## src/hw/rtl/edcc_pkg.sv

```systemverilog
// ----------------------------------------------------------------------------
// edcc_pkg
// Shared widths, codes and calendar helpers of the epoch day calendar
// converter.
// ----------------------------------------------------------------------------
`default_nettype none

package edcc_pkg;

  localparam int OP_W     = 1;
  localparam int COUNT_W  = 17;
  localparam int YEAR_W   = 12;
  localparam int MONTH_W  = 4;
  localparam int DAY_W    = 5;
  localparam int STATUS_W = 2;
  localparam int WDAY_W   = 3;
  localparam int WEEK_W   = 6;
  localparam int YLEN_W   = 9;
  localparam int DOY_W    = 9;

  localparam int YEAR_SPAN_DEF = 256;

  localparam logic [OP_W-1:0] OP_TO_DATE  = 1'b0;
  localparam logic [OP_W-1:0] OP_TO_COUNT = 1'b1;

  localparam logic [STATUS_W-1:0] STATUS_OK       = 2'd0;
  localparam logic [STATUS_W-1:0] STATUS_BAD_DATE = 2'd1;
  localparam logic [STATUS_W-1:0] STATUS_SPAN     = 2'd2;

  localparam int EPOCH_YEAR_INT = 1970;
  localparam logic [YEAR_W-1:0]  EPOCH_YEAR    = 12'd1970;
  localparam logic [WDAY_W-1:0]  EPOCH_WEEKDAY = 3'd4;
  localparam logic [MONTH_W-1:0] MONTH_JAN     = 4'd1;
  localparam logic [MONTH_W-1:0] MONTH_FEB     = 4'd2;
  localparam logic [MONTH_W-1:0] MONTH_APR     = 4'd4;
  localparam logic [MONTH_W-1:0] MONTH_JUN     = 4'd6;
  localparam logic [MONTH_W-1:0] MONTH_SEP     = 4'd9;
  localparam logic [MONTH_W-1:0] MONTH_NOV     = 4'd11;
  localparam logic [MONTH_W-1:0] MONTH_DEC     = 4'd12;

  // lengths looked up for the current year and month
  typedef struct packed {
    logic              leap;
    logic [YLEN_W-1:0] year_len;
    logic [DAY_W-1:0]  month_len;
  } len_t;

  // divisible by 400, or by 4 and not by 100; y / 25 by reciprocal multiply
  function automatic logic is_leap(input logic [YEAR_W-1:0] y);
    logic [24:0] prod;
    logic [7:0]  q25;
    logic        div25;
    prod  = 25'(y) * 25'd5243;
    q25   = prod[24:17];
    div25 = ((12'(q25) * 12'd25) == y);
    return (y[1:0] == 2'b00) && (!div25 || (y[3:0] == 4'b0000));
  endfunction

endpackage

`default_nettype wire

```

## src/hw/rtl/edcc_if.sv

```systemverilog
// ----------------------------------------------------------------------------
// edcc_if
// Valid/ready channels carrying request and result items of the converter.
// ----------------------------------------------------------------------------
`default_nettype none

interface edcc_in_if import edcc_pkg::*; ();
  logic               valid;
  logic               ready;
  logic [OP_W-1:0]    operation;
  logic [COUNT_W-1:0] day_count;
  logic [YEAR_W-1:0]  year_in;
  logic [MONTH_W-1:0] month_in;
  logic [DAY_W-1:0]   day_in;

  modport source (output valid, operation, day_count, year_in, month_in, day_in,
                  input ready);
  modport sink   (input valid, operation, day_count, year_in, month_in, day_in,
                  output ready);
endinterface

interface edcc_out_if import edcc_pkg::*; ();
  logic                valid;
  logic                ready;
  logic [STATUS_W-1:0] status;
  logic [COUNT_W-1:0]  day_count_out;
  logic [YEAR_W-1:0]   year_out;
  logic [MONTH_W-1:0]  month_out;
  logic [DAY_W-1:0]    day_out;
  logic [WDAY_W-1:0]   weekday;
  logic [WEEK_W-1:0]   week_number;

  modport source (output valid, status, day_count_out, year_out, month_out,
                  day_out, weekday, week_number, input ready);
  modport sink   (input valid, status, day_count_out, year_out, month_out,
                  day_out, weekday, week_number, output ready);
endinterface

`default_nettype wire

```

## src/hw/rtl/edcc_len.sv

```systemverilog
// ----------------------------------------------------------------------------
// edcc_len
// Year and month length lookup for the year and month under work.
// ----------------------------------------------------------------------------
`default_nettype none

module edcc_len import edcc_pkg::*; (
  input  logic [YEAR_W-1:0]  year,
  input  logic [MONTH_W-1:0] month,
  output len_t               len
);

  logic leap;

  assign leap = is_leap(year);

  always_comb begin
    len.leap     = leap;
    len.year_len = leap ? 9'd366 : 9'd365;
    if (month == MONTH_FEB) begin
      len.month_len = leap ? 5'd29 : 5'd28;
    end else if (month == MONTH_APR || month == MONTH_JUN ||
                 month == MONTH_SEP || month == MONTH_NOV) begin
      len.month_len = 5'd30;
    end else begin
      len.month_len = 5'd31;
    end
  end

endmodule

`default_nettype wire

```

## src/hw/rtl/edcc_alu.sv

```systemverilog
// ----------------------------------------------------------------------------
// edcc_alu
// Shared add/subtract unit with an unsigned greater-or-equal flag on subtract.
// ----------------------------------------------------------------------------
`default_nettype none

module edcc_alu import edcc_pkg::*; #(
  parameter int W = COUNT_W
) (
  input  logic [W-1:0] a,
  input  logic [W-1:0] b,
  input  logic         sub,
  output logic [W-1:0] res,
  output logic         ge
);

  logic [W:0] sum;

  // one adder: a - b is a + ~b + 1, carry out set means no borrow
  assign sum = {1'b0, a} + {1'b0, (sub ? ~b : b)} + (W+1)'(sub);
  assign res = sum[W-1:0];
  assign ge  = sum[W];

endmodule

`default_nettype wire

```

## src/hw/rtl/epoch_day_calendar_converter.sv

```systemverilog
// ----------------------------------------------------------------------------
// epoch_day_calendar_converter
// Day count <-> Gregorian date converter, epoch 1970-01-01.
// ----------------------------------------------------------------------------
// One request at a time. Operation 0 walks years then months from the epoch,
// subtracting lengths from the day count in one shared adder, one year or
// month per cycle, then forms the week sum and the result. Operation 1 checks
// the date, then adds year and month lengths up to the given date in the same
// adder, then the day and the year total, the week sum and the result. The
// year-by-year walk through the shared adder sets the rate.
// The input is not ready while a request is in work; a finished result waits
// in the output register while the next request is taken.
`default_nettype none

module epoch_day_calendar_converter import edcc_pkg::*; #(
  parameter int YEAR_SPAN = YEAR_SPAN_DEF
) (
  input  logic         clk,
  input  logic         rst_n,
  edcc_in_if.sink      in_ch,
  edcc_out_if.source   out_ch
);

  localparam int SPAN_DAYS_W = $clog2(YEAR_SPAN * 366 + 1);
  localparam int CNT_W = (SPAN_DAYS_W > COUNT_W) ? SPAN_DAYS_W : COUNT_W;
  localparam logic [YEAR_W-1:0] LAST_YEAR = YEAR_W'(EPOCH_YEAR_INT + YEAR_SPAN - 1);

  typedef enum logic [7:0] {
    S_IDLE  = 8'b0000_0001,
    S_CHECK = 8'b0000_0010,
    S_YEAR  = 8'b0000_0100,
    S_MONTH = 8'b0000_1000,
    S_DAY   = 8'b0001_0000,
    S_TOTAL = 8'b0010_0000,
    S_WEEK  = 8'b0100_0000,
    S_FIN   = 8'b1000_0000
  } state_t;

  state_t              state_r, state_nxt;
  logic [OP_W-1:0]     op_r, op_nxt;
  logic [STATUS_W-1:0] err_r, err_nxt;
  logic [CNT_W-1:0]    acc_r, acc_nxt;
  logic [CNT_W-1:0]    cnt_r, cnt_nxt;
  logic [DOY_W-1:0]    doy0_r, doy0_nxt;
  logic [WDAY_W-1:0]   jan_r, jan_nxt;
  logic [YEAR_W-1:0]   year_r, year_nxt;
  logic [MONTH_W-1:0]  month_r, month_nxt;
  logic [DAY_W-1:0]    day_r, day_nxt;
  logic [YEAR_W-1:0]   tyear_r, tyear_nxt;
  logic [MONTH_W-1:0]  tmonth_r, tmonth_nxt;
  logic [DOY_W-1:0]    wsum_r, wsum_nxt;

  logic                out_valid_r, out_valid_nxt;
  logic [STATUS_W-1:0] status_r, status_nxt;
  logic [COUNT_W-1:0]  count_out_r, count_out_nxt;
  logic [YEAR_W-1:0]   year_out_r, year_out_nxt;
  logic [MONTH_W-1:0]  month_out_r, month_out_nxt;
  logic [DAY_W-1:0]    day_out_r, day_out_nxt;
  logic [WDAY_W-1:0]   wday_r, wday_nxt;
  logic [WEEK_W-1:0]   week_r, week_nxt;

  len_t                len;
  logic [CNT_W-1:0]    alu_a, alu_b, alu_res;
  logic                alu_sub, alu_ge;
  logic                in_xfer;
  logic                out_free;
  logic [WDAY_W-1:0]   jan_inc;
  logic [WDAY_W:0]     jan_sum;
  logic [WDAY_W-1:0]   jan_step;
  logic [17:0]         wq_prod;
  logic [WEEK_W-1:0]   wq;
  logic [DOY_W-1:0]    wrem;
  logic                date_bad;

  edcc_len u_len (
    .year  (year_r),
    .month (month_r),
    .len   (len)
  );

  edcc_alu #(.W(CNT_W)) u_alu (
    .a   (alu_a),
    .b   (alu_b),
    .sub (alu_sub),
    .res (alu_res),
    .ge  (alu_ge)
  );

  assign in_ch.ready = (state_r == S_IDLE);
  assign in_xfer     = in_ch.valid && in_ch.ready;
  assign out_free    = !out_valid_r || out_ch.ready;

  // jan 1 weekday moves by one, or two after a leap year
  assign jan_inc  = len.leap ? 3'd2 : 3'd1;
  assign jan_sum  = {1'b0, jan_r} + {1'b0, jan_inc};
  assign jan_step = (jan_sum >= 4'd7) ? 3'(jan_sum - 4'd7) : jan_sum[WDAY_W-1:0];

  // s / 7 by reciprocal multiply, exact for s <= 371
  assign wq_prod = 18'(wsum_r) * 18'd293;
  assign wq      = wq_prod[16:11];
  assign wrem    = wsum_r - (DOY_W'(wq) * 9'd7);

  assign date_bad = (month_r == 4'd0) || (month_r > MONTH_DEC) || (day_r == 5'd0) ||
                    (year_r < EPOCH_YEAR) || (day_r > len.month_len);

  // operand select for the shared adder
  always_comb begin
    alu_a   = acc_r;
    alu_b   = '0;
    alu_sub = 1'b0;
    case (state_r)
      S_YEAR: begin
        alu_b   = CNT_W'(len.year_len);
        alu_sub = (op_r == OP_TO_DATE);
      end
      S_MONTH: begin
        alu_b   = CNT_W'(len.month_len);
        alu_sub = (op_r == OP_TO_DATE);
      end
      S_DAY: begin
        alu_b = CNT_W'(day_r - 5'd1);
      end
      S_TOTAL: begin
        alu_a = cnt_r;
        alu_b = CNT_W'(doy0_r);
      end
      default: begin
        alu_b = '0;
      end
    endcase
  end

  always_comb begin
    state_nxt     = state_r;
    op_nxt        = op_r;
    err_nxt       = err_r;
    acc_nxt       = acc_r;
    cnt_nxt       = cnt_r;
    doy0_nxt      = doy0_r;
    jan_nxt       = jan_r;
    year_nxt      = year_r;
    month_nxt     = month_r;
    day_nxt       = day_r;
    tyear_nxt     = tyear_r;
    tmonth_nxt    = tmonth_r;
    wsum_nxt      = wsum_r;
    out_valid_nxt = out_valid_r && !out_ch.ready;
    status_nxt    = status_r;
    count_out_nxt = count_out_r;
    year_out_nxt  = year_out_r;
    month_out_nxt = month_out_r;
    day_out_nxt   = day_out_r;
    wday_nxt      = wday_r;
    week_nxt      = week_r;

    case (state_r)
      S_IDLE: begin
        if (in_xfer) begin
          op_nxt  = in_ch.operation;
          err_nxt = STATUS_OK;
          if (in_ch.operation == OP_TO_DATE) begin
            acc_nxt   = CNT_W'(in_ch.day_count);
            cnt_nxt   = CNT_W'(in_ch.day_count);
            year_nxt  = EPOCH_YEAR;
            month_nxt = MONTH_JAN;
            jan_nxt   = EPOCH_WEEKDAY;
            state_nxt = S_YEAR;
          end else begin
            year_nxt  = in_ch.year_in;
            month_nxt = in_ch.month_in;
            day_nxt   = in_ch.day_in;
            state_nxt = S_CHECK;
          end
        end
      end
      S_CHECK: begin
        if (date_bad) begin
          err_nxt   = STATUS_BAD_DATE;
          state_nxt = S_FIN;
        end else if (year_r > LAST_YEAR) begin
          err_nxt   = STATUS_SPAN;
          state_nxt = S_FIN;
        end else begin
          tyear_nxt  = year_r;
          tmonth_nxt = month_r;
          year_nxt   = EPOCH_YEAR;
          month_nxt  = MONTH_JAN;
          jan_nxt    = EPOCH_WEEKDAY;
          acc_nxt    = '0;
          state_nxt  = S_YEAR;
        end
      end
      S_YEAR: begin
        if (op_r == OP_TO_DATE) begin
          if (alu_ge) begin
            if (year_r >= LAST_YEAR) begin
              err_nxt   = STATUS_SPAN;
              state_nxt = S_FIN;
            end else begin
              acc_nxt  = alu_res;
              year_nxt = year_r + 12'd1;
              jan_nxt  = jan_step;
            end
          end else begin
            doy0_nxt  = acc_r[DOY_W-1:0];
            state_nxt = S_MONTH;
          end
        end else begin
          if (year_r < tyear_r) begin
            acc_nxt  = alu_res;
            year_nxt = year_r + 12'd1;
            jan_nxt  = jan_step;
          end else begin
            cnt_nxt   = acc_r;
            acc_nxt   = '0;
            state_nxt = S_MONTH;
          end
        end
      end
      S_MONTH: begin
        if (op_r == OP_TO_DATE) begin
          if (month_r < MONTH_DEC && alu_ge) begin
            acc_nxt   = alu_res;
            month_nxt = month_r + 4'd1;
          end else begin
            day_nxt   = DAY_W'(acc_r) + 5'd1;
            state_nxt = S_WEEK;
          end
        end else begin
          if (month_r < tmonth_r) begin
            acc_nxt   = alu_res;
            month_nxt = month_r + 4'd1;
          end else begin
            state_nxt = S_DAY;
          end
        end
      end
      S_DAY: begin
        doy0_nxt  = alu_res[DOY_W-1:0];
        state_nxt = S_TOTAL;
      end
      S_TOTAL: begin
        cnt_nxt   = alu_res;
        state_nxt = S_WEEK;
      end
      S_WEEK: begin
        wsum_nxt  = doy0_r + DOY_W'(jan_r);
        state_nxt = S_FIN;
      end
      S_FIN: begin
        if (out_free) begin
          out_valid_nxt = 1'b1;
          status_nxt    = err_r;
          if (err_r == STATUS_OK) begin
            count_out_nxt = cnt_r[COUNT_W-1:0];
            year_out_nxt  = year_r;
            month_out_nxt = month_r;
            day_out_nxt   = day_r;
            wday_nxt      = wrem[WDAY_W-1:0];
            week_nxt      = wq + 6'd1;
          end else begin
            count_out_nxt = '0;
            year_out_nxt  = '0;
            month_out_nxt = '0;
            day_out_nxt   = '0;
            wday_nxt      = '0;
            week_nxt      = '0;
          end
          state_nxt = S_IDLE;
        end
      end
      default: begin
        state_nxt = S_IDLE;
      end
    endcase
  end

  always_ff @(posedge clk) begin
    if (!rst_n) begin
      state_r     <= S_IDLE;
      out_valid_r <= 1'b0;
    end else begin
      state_r     <= state_nxt;
      out_valid_r <= out_valid_nxt;
    end
  end

  always_ff @(posedge clk) begin
    op_r        <= op_nxt;
    err_r       <= err_nxt;
    acc_r       <= acc_nxt;
    cnt_r       <= cnt_nxt;
    doy0_r      <= doy0_nxt;
    jan_r       <= jan_nxt;
    year_r      <= year_nxt;
    month_r     <= month_nxt;
    day_r       <= day_nxt;
    tyear_r     <= tyear_nxt;
    tmonth_r    <= tmonth_nxt;
    wsum_r      <= wsum_nxt;
    status_r    <= status_nxt;
    count_out_r <= count_out_nxt;
    year_out_r  <= year_out_nxt;
    month_out_r <= month_out_nxt;
    day_out_r   <= day_out_nxt;
    wday_r      <= wday_nxt;
    week_r      <= week_nxt;
  end

  assign out_ch.valid         = out_valid_r;
  assign out_ch.status        = status_r;
  assign out_ch.day_count_out = count_out_r;
  assign out_ch.year_out      = year_out_r;
  assign out_ch.month_out     = month_out_r;
  assign out_ch.day_out       = day_out_r;
  assign out_ch.weekday       = wday_r;
  assign out_ch.week_number   = week_r;

  // a transfer in always starts work
  a_busy_after_accept: assert property (@(posedge clk) disable iff (!rst_n)
    in_xfer |=> state_r != S_IDLE)
    else $error("request taken but sequencer idle");

  // the year walk never leaves the covered span
  a_year_in_span: assert property (@(posedge clk) disable iff (!rst_n)
    state_r == S_YEAR |-> year_r >= EPOCH_YEAR && year_r <= LAST_YEAR)
    else $error("year walk out of span");

  // the month walk stays within the calendar
  a_month_range: assert property (@(posedge clk) disable iff (!rst_n)
    state_r == S_MONTH |-> month_r >= MONTH_JAN && month_r <= MONTH_DEC)
    else $error("month walk out of range");

  // a good result always carries a real date
  a_ok_result: assert property (@(posedge clk) disable iff (!rst_n)
    out_valid_r && status_r == STATUS_OK |->
      month_out_r >= MONTH_JAN && month_out_r <= MONTH_DEC &&
      day_out_r != 5'd0 && wday_r < 3'd7 && week_r != 6'd0)
    else $error("bad fields in good result");

  // a result is not overwritten before its transfer
  a_no_overwrite: assert property (@(posedge clk) disable iff (!rst_n)
    out_valid_r && !out_ch.ready |=> out_valid_r && $stable(status_r) &&
      $stable(count_out_r))
    else $error("pending result lost");

endmodule

`default_nettype wire

```

## src/flat_wrapper.sv

```systemverilog
// flat-port wrapper written by rule: the top's interface ports become plain ports
module epoch_day_calendar_converter_flat import edcc_pkg::*;
#(
  parameter int YEAR_SPAN = YEAR_SPAN_DEF
)
  (clk, rst_n, in_ch_valid, in_ch_operation, in_ch_day_count, in_ch_year_in, in_ch_month_in, in_ch_day_in, in_ch_ready, out_ch_valid, out_ch_status, out_ch_day_count_out, out_ch_year_out, out_ch_month_out, out_ch_day_out, out_ch_weekday, out_ch_week_number, out_ch_ready);
  edcc_in_if in_ch_i ();
  edcc_out_if out_ch_i ();
  input  logic clk;
  input  logic rst_n;
  input wire logic [$bits(in_ch_i.valid)-1:0] in_ch_valid;
  input wire logic [$bits(in_ch_i.operation)-1:0] in_ch_operation;
  input wire logic [$bits(in_ch_i.day_count)-1:0] in_ch_day_count;
  input wire logic [$bits(in_ch_i.year_in)-1:0] in_ch_year_in;
  input wire logic [$bits(in_ch_i.month_in)-1:0] in_ch_month_in;
  input wire logic [$bits(in_ch_i.day_in)-1:0] in_ch_day_in;
  output wire logic [$bits(in_ch_i.ready)-1:0] in_ch_ready;
  output wire logic [$bits(out_ch_i.valid)-1:0] out_ch_valid;
  output wire logic [$bits(out_ch_i.status)-1:0] out_ch_status;
  output wire logic [$bits(out_ch_i.day_count_out)-1:0] out_ch_day_count_out;
  output wire logic [$bits(out_ch_i.year_out)-1:0] out_ch_year_out;
  output wire logic [$bits(out_ch_i.month_out)-1:0] out_ch_month_out;
  output wire logic [$bits(out_ch_i.day_out)-1:0] out_ch_day_out;
  output wire logic [$bits(out_ch_i.weekday)-1:0] out_ch_weekday;
  output wire logic [$bits(out_ch_i.week_number)-1:0] out_ch_week_number;
  input wire logic [$bits(out_ch_i.ready)-1:0] out_ch_ready;
  assign in_ch_i.valid = in_ch_valid;
  assign in_ch_i.operation = in_ch_operation;
  assign in_ch_i.day_count = in_ch_day_count;
  assign in_ch_i.year_in = in_ch_year_in;
  assign in_ch_i.month_in = in_ch_month_in;
  assign in_ch_i.day_in = in_ch_day_in;
  assign in_ch_ready = in_ch_i.ready;
  assign out_ch_valid = out_ch_i.valid;
  assign out_ch_status = out_ch_i.status;
  assign out_ch_day_count_out = out_ch_i.day_count_out;
  assign out_ch_year_out = out_ch_i.year_out;
  assign out_ch_month_out = out_ch_i.month_out;
  assign out_ch_day_out = out_ch_i.day_out;
  assign out_ch_weekday = out_ch_i.weekday;
  assign out_ch_week_number = out_ch_i.week_number;
  assign out_ch_i.ready = out_ch_ready;
  epoch_day_calendar_converter #(.YEAR_SPAN(YEAR_SPAN)) u_core (.clk(clk), .rst_n(rst_n), .in_ch(in_ch_i), .out_ch(out_ch_i));
endmodule
```

## config.mk

```make
export PLATFORM = sky130hd
export DESIGN_NAME = epoch_day_calendar_converter_flat
export DESIGN_NICKNAME = d
export VERILOG_FILES = /design/src/hw/rtl/edcc_pkg.sv /design/src/hw/rtl/edcc_if.sv /design/src/hw/rtl/edcc_len.sv /design/src/hw/rtl/edcc_alu.sv /design/src/hw/rtl/epoch_day_calendar_converter.sv /design/src/flat_wrapper.sv
export SDC_FILE = /design/constraint.sdc
export NUM_CORES = 1
export LEC_CHECK = 0
export BUFFER_PORTS_ARGS = -buffer_cell sky130_fd_sc_hd__buf_4
export CAP_MARGIN = 25
export CORE_MARGIN = 2
export CORE_UTILIZATION = 40
export CTS_CLUSTER_DIAMETER = 30
export DETAILED_ROUTE_END_ITERATION = 10
export SYNTH_ARGS = -nofsm -noshare
export SYNTH_HDL_FRONTEND = slang
export SYNTH_HIERARCHICAL = 1
export SYNTH_SLANG_ARGS = --single-unit
```

## constraint.sdc

```tcl
create_clock -name clk -period 17.7 [get_ports clk]
set_input_delay 0.885 -clock clk [delete_from_list [all_inputs] [get_ports clk]]
set_output_delay 0.885 -clock clk [all_outputs]
set_load 0.01 [all_outputs]
```

==> results.txt <==
* Die extent in y: 191 um
- Core area: 34500 um2
* GRT Resource Usage Total: 19.0%
- Max-capacitance violation count: 0
- Along the worst path, the maximum fanout reaches 15.
- In this run, synthesis inferred 144 flip-flops with an integrated enable.
- In the final layout, the multi-input gates occupy 8650 um2.
- CTS saw 153 sinks.
- In the final routing, the length of wire on met1 measures 17000 um.
- The routed design could run at a clock period as short as 11610 ps.
- 0 antenna diodes ended up in the layout.
- Critical path capture point type: register
- Area after DPL: 15200 um2
* Clock tree root buffer cell: sky130_fd_sc_hd__clkbuf_16
* Number of placement rows: 68
- Timing would allow up to 0.0861 GHz.
- RSZ-0062 raised after global routing: false
- I/O Buffers: 93
- Met2 routed WL: 14500 um
* Number of pins with negative max-slew slack in the final report: 0
- For this run the aggregate overflow at the end of global routing stands at 0.
- Aggregate negative setup slack: 0 ps
* Longest Clk Path Bufs: 2
- Number of global-route vias before repair: 10000
- Detailed routing placed a total of 1600 um of wire on met3.
* Launching element type of the critical path: register
* Count of yosys warnings during synthesis: 6
* DRC Markers: 0
- Counting flops and latches in the post-synthesis netlist gives 153.
- Required arrival time at the worst endpoint: 17840 ps
- Layout cells sized above 1: 13.6%
- The number of endpoints with negative hold slack in the final report is 0.
- In the layout the commonest cells are 203 x sky130_fd_sc_hd__ha_1, 167 x sky130_fd_sc_hd__inv_1, 144 x sky130_fd_sc_hd__edfxtp_1, 109 x sky130_fd_sc_hd__buf_4, 101 x sky130_fd_sc_hd__nand2_1.
- Total CTS buffers: 17
- For this block, the via count after detailed routing is 10100.
- Asr flop ratio synth: 0%
- Among all stages on the critical path, the largest delay is contributed by sky130_fd_sc_hd__edfxtp_1.
- The number of gates resized after CTS was 0.
- Final weighted congestion in routability-driven placement: 0.834
- In this design, the stage delay of the slowest critical-path cell is 800 ps.
- The flow ran to the end, and the final reports show no timing, DRC or antenna violations.
- Fraction of the cycle the final worst path needs: 65.6%
* Number of distinct library cells after synthesis: 86
- Syn Std Cell Area: 14000 um2
* Via-per-instance ratio: 5.28
- Total instance count after detailed placement: 1879
* Overall die area: 36400 um2
- Wire length of the first global-routing pass: 53800 um
- In this run the tightest slew margin relative to its limit is 33.3%.
- Fill cells in the final layout number 3275.
- First DRT Iteration DRCs: 706
* Worst setup skew after layout: 6.79 ps
* First drt pass iteration count: 5
* Post-route design area: 15700 um2
- In the final routed layout, each cell accounts on average for 17.5 um.
- Number of H-tree levels: 4
- The library cell used most frequently in the layout, excluding fill and tap cells, is sky130_fd_sc_hd__ha_1.
- Data arrives at the worst endpoint at 11750 ps.
* Most Frequent Cell on Critical Path: sky130_fd_sc_hd__ha_1
* IO Count: 94
* Postcts setup bufs: 0
* Mean Syn Cell Area: 10.3 um2
- Measured on the finished design, the core utilization comes to 45.6%.
- Entering global routing, the biggest net connects 50 pins.
- In this run the horizontal extent of the chip is 191 um.
* Primary FF master, synth: sky130_fd_sc_hd__edfxtp_1
* Clock-pin slew reported for the worst setup and hold paths after clock tree synthesis: 60 ps
* Synthesis-to-layout area growth: 12.6%
* Clock network latency to the later pin of the worst-skew pair: 440 ps
* Type of the setup path with the least slack: register to register
* Cells after synthesis: 1356
* Number of antenna violations at the first check in global routing: 0
* Post-DP HPWL: 25200 um
* Final-report setup violation count: 0
* Transition at the pin with the smallest max-transition slack: 1000 ps
- Across the whole layout, storage elements account for 4500 um2.
- After clock tree synthesis, the flow added hold-fix buffers numbering 0.
- For this run, the post-layout net count is 1745.
* Post-layout instance count excluding filler cells: 1910
- Once the floorplan was initialized, standard cells occupied 40.5% of the core.
- Total length of routed wires: 33500 um
- Worst setup slack for register-to-register paths: 6090 ps
- The highest metal layer carrying signal wires in the routed design is met4.
- TritonCTS built the clock tree.
- Once detail routing completed, the nets flagged for antenna violations numbered 0.
- Sequential fraction of the synthesis area: 32.3%
- Hold/Removal Path Class: register to register
[metrics by stage]
step           setup WS, ps  hold WS [ps]
2_1_floorplan          6030           442
3_3_place_gp           6320           486
3_5_place_dp           6050           479
4_1_cts                6030           494
5_1_grt                5130           518
6_report               6090           498
[cells by family (layout without fill, tap and decap cells)]
group | count (synthesis) | in the layout | share of synthesized area [%]
AOI/OAI and AO/OA | 251 | 251 | 13.0
xor gates and xnor gates | 102 | 102 | 6.79
adders and majority gates | 259 | 259 | 26.2
buffers and inverters | 216 | 307 | 6.34
DFF | 153 | 153 | 32.3
muxes | 31 | 31 | 2.50
other | 2 | 10 | 0.0538
and+or+nand+nor | 342 | 342 | 12.8
[final cells by class]
type,instances,share of cell area (%)
flip-flops and latches,153,28.6
clock buffers,18,2.73
inverters,167,3.99
multi-input cells,995,55.0
repair buffers,109,5.20
clock inverters,13,0.828
well taps,455,3.62
[flip-flops by register name, summed over array words and instances (netlist names), 3 cells and up]
register,cells
u_core/tyear_r,12
u_core/out_ch.year_out,12
u_core/day_r,5
u_core/out_ch.week_number,6
u_core/out_ch.weekday,3
u_core/month_r,4
u_core/acc_r,17
u_core/out_ch.day_count_out,17
u_core/tmonth_r,4
u_core/cnt_r,17
u_core/year_r,12
u_core/out_ch.day_out,5
u_core/wsum_r,9
u_core/doy0_r,9
u_core/state_r,8
u_core/jan_r,3
u_core/out_ch.month_out,4
[final timing paths]
check | from | to | cells past startpoint
hold / removal | u_core/err_r[0] | u_core/out_ch.status[0] | 0
setup reg to reg | u_core/year_r[4] | u_core/year_r[0] | 40
setup / recovery | u_core/year_r[4] | u_core/year_r[0] | 40
hold reg to reg | u_core/err_r[0] | u_core/out_ch.status[0] | 0
[layer usage]
metal,track usage [%],vias up
li1,-,4988
met1,28.1,4820
met2,29.1,250
met3,2.82,29
met4,4.35,0
met5,0,-
[cell usage after synthesis, drive strengths merged (13+ instances only)]
master	count	area share (%)
a22oi	20	1.1
and2	38	1.7
nor2	64	1.7
a21oi	42	1.5
inv	167	4.5
a22o	21	1.3
a211oi	13	0.73
o21a	13	0.70
fa	56	8.0
nand3	26	0.93
nor3	20	0.75
nand2b	13	0.58
edfxtp	144	31
a21o	23	1.2
xnor2	53	3.3
mux2	28	2.3
nand2	101	2.7
o21ai	45	1.6
buf	26	1.2
xor2	45	2.8
ha	203	18
clkbuf	23	0.62
[critical path: cells and delay by family (launching register included)]
kind	cells	cell delay [ps]
XOR/XNOR	3	640
flip-flops	1	800
adder cells (fa/ha/maj)	11	4310
AO/OA/AOI/OAI	13	3340
AND/OR/NAND/NOR	8	1810
buffers and inverters	5	350
Power is not shown: default switching activity piles up to over one toggle a cycle in this logic, so the estimate is an artifact.
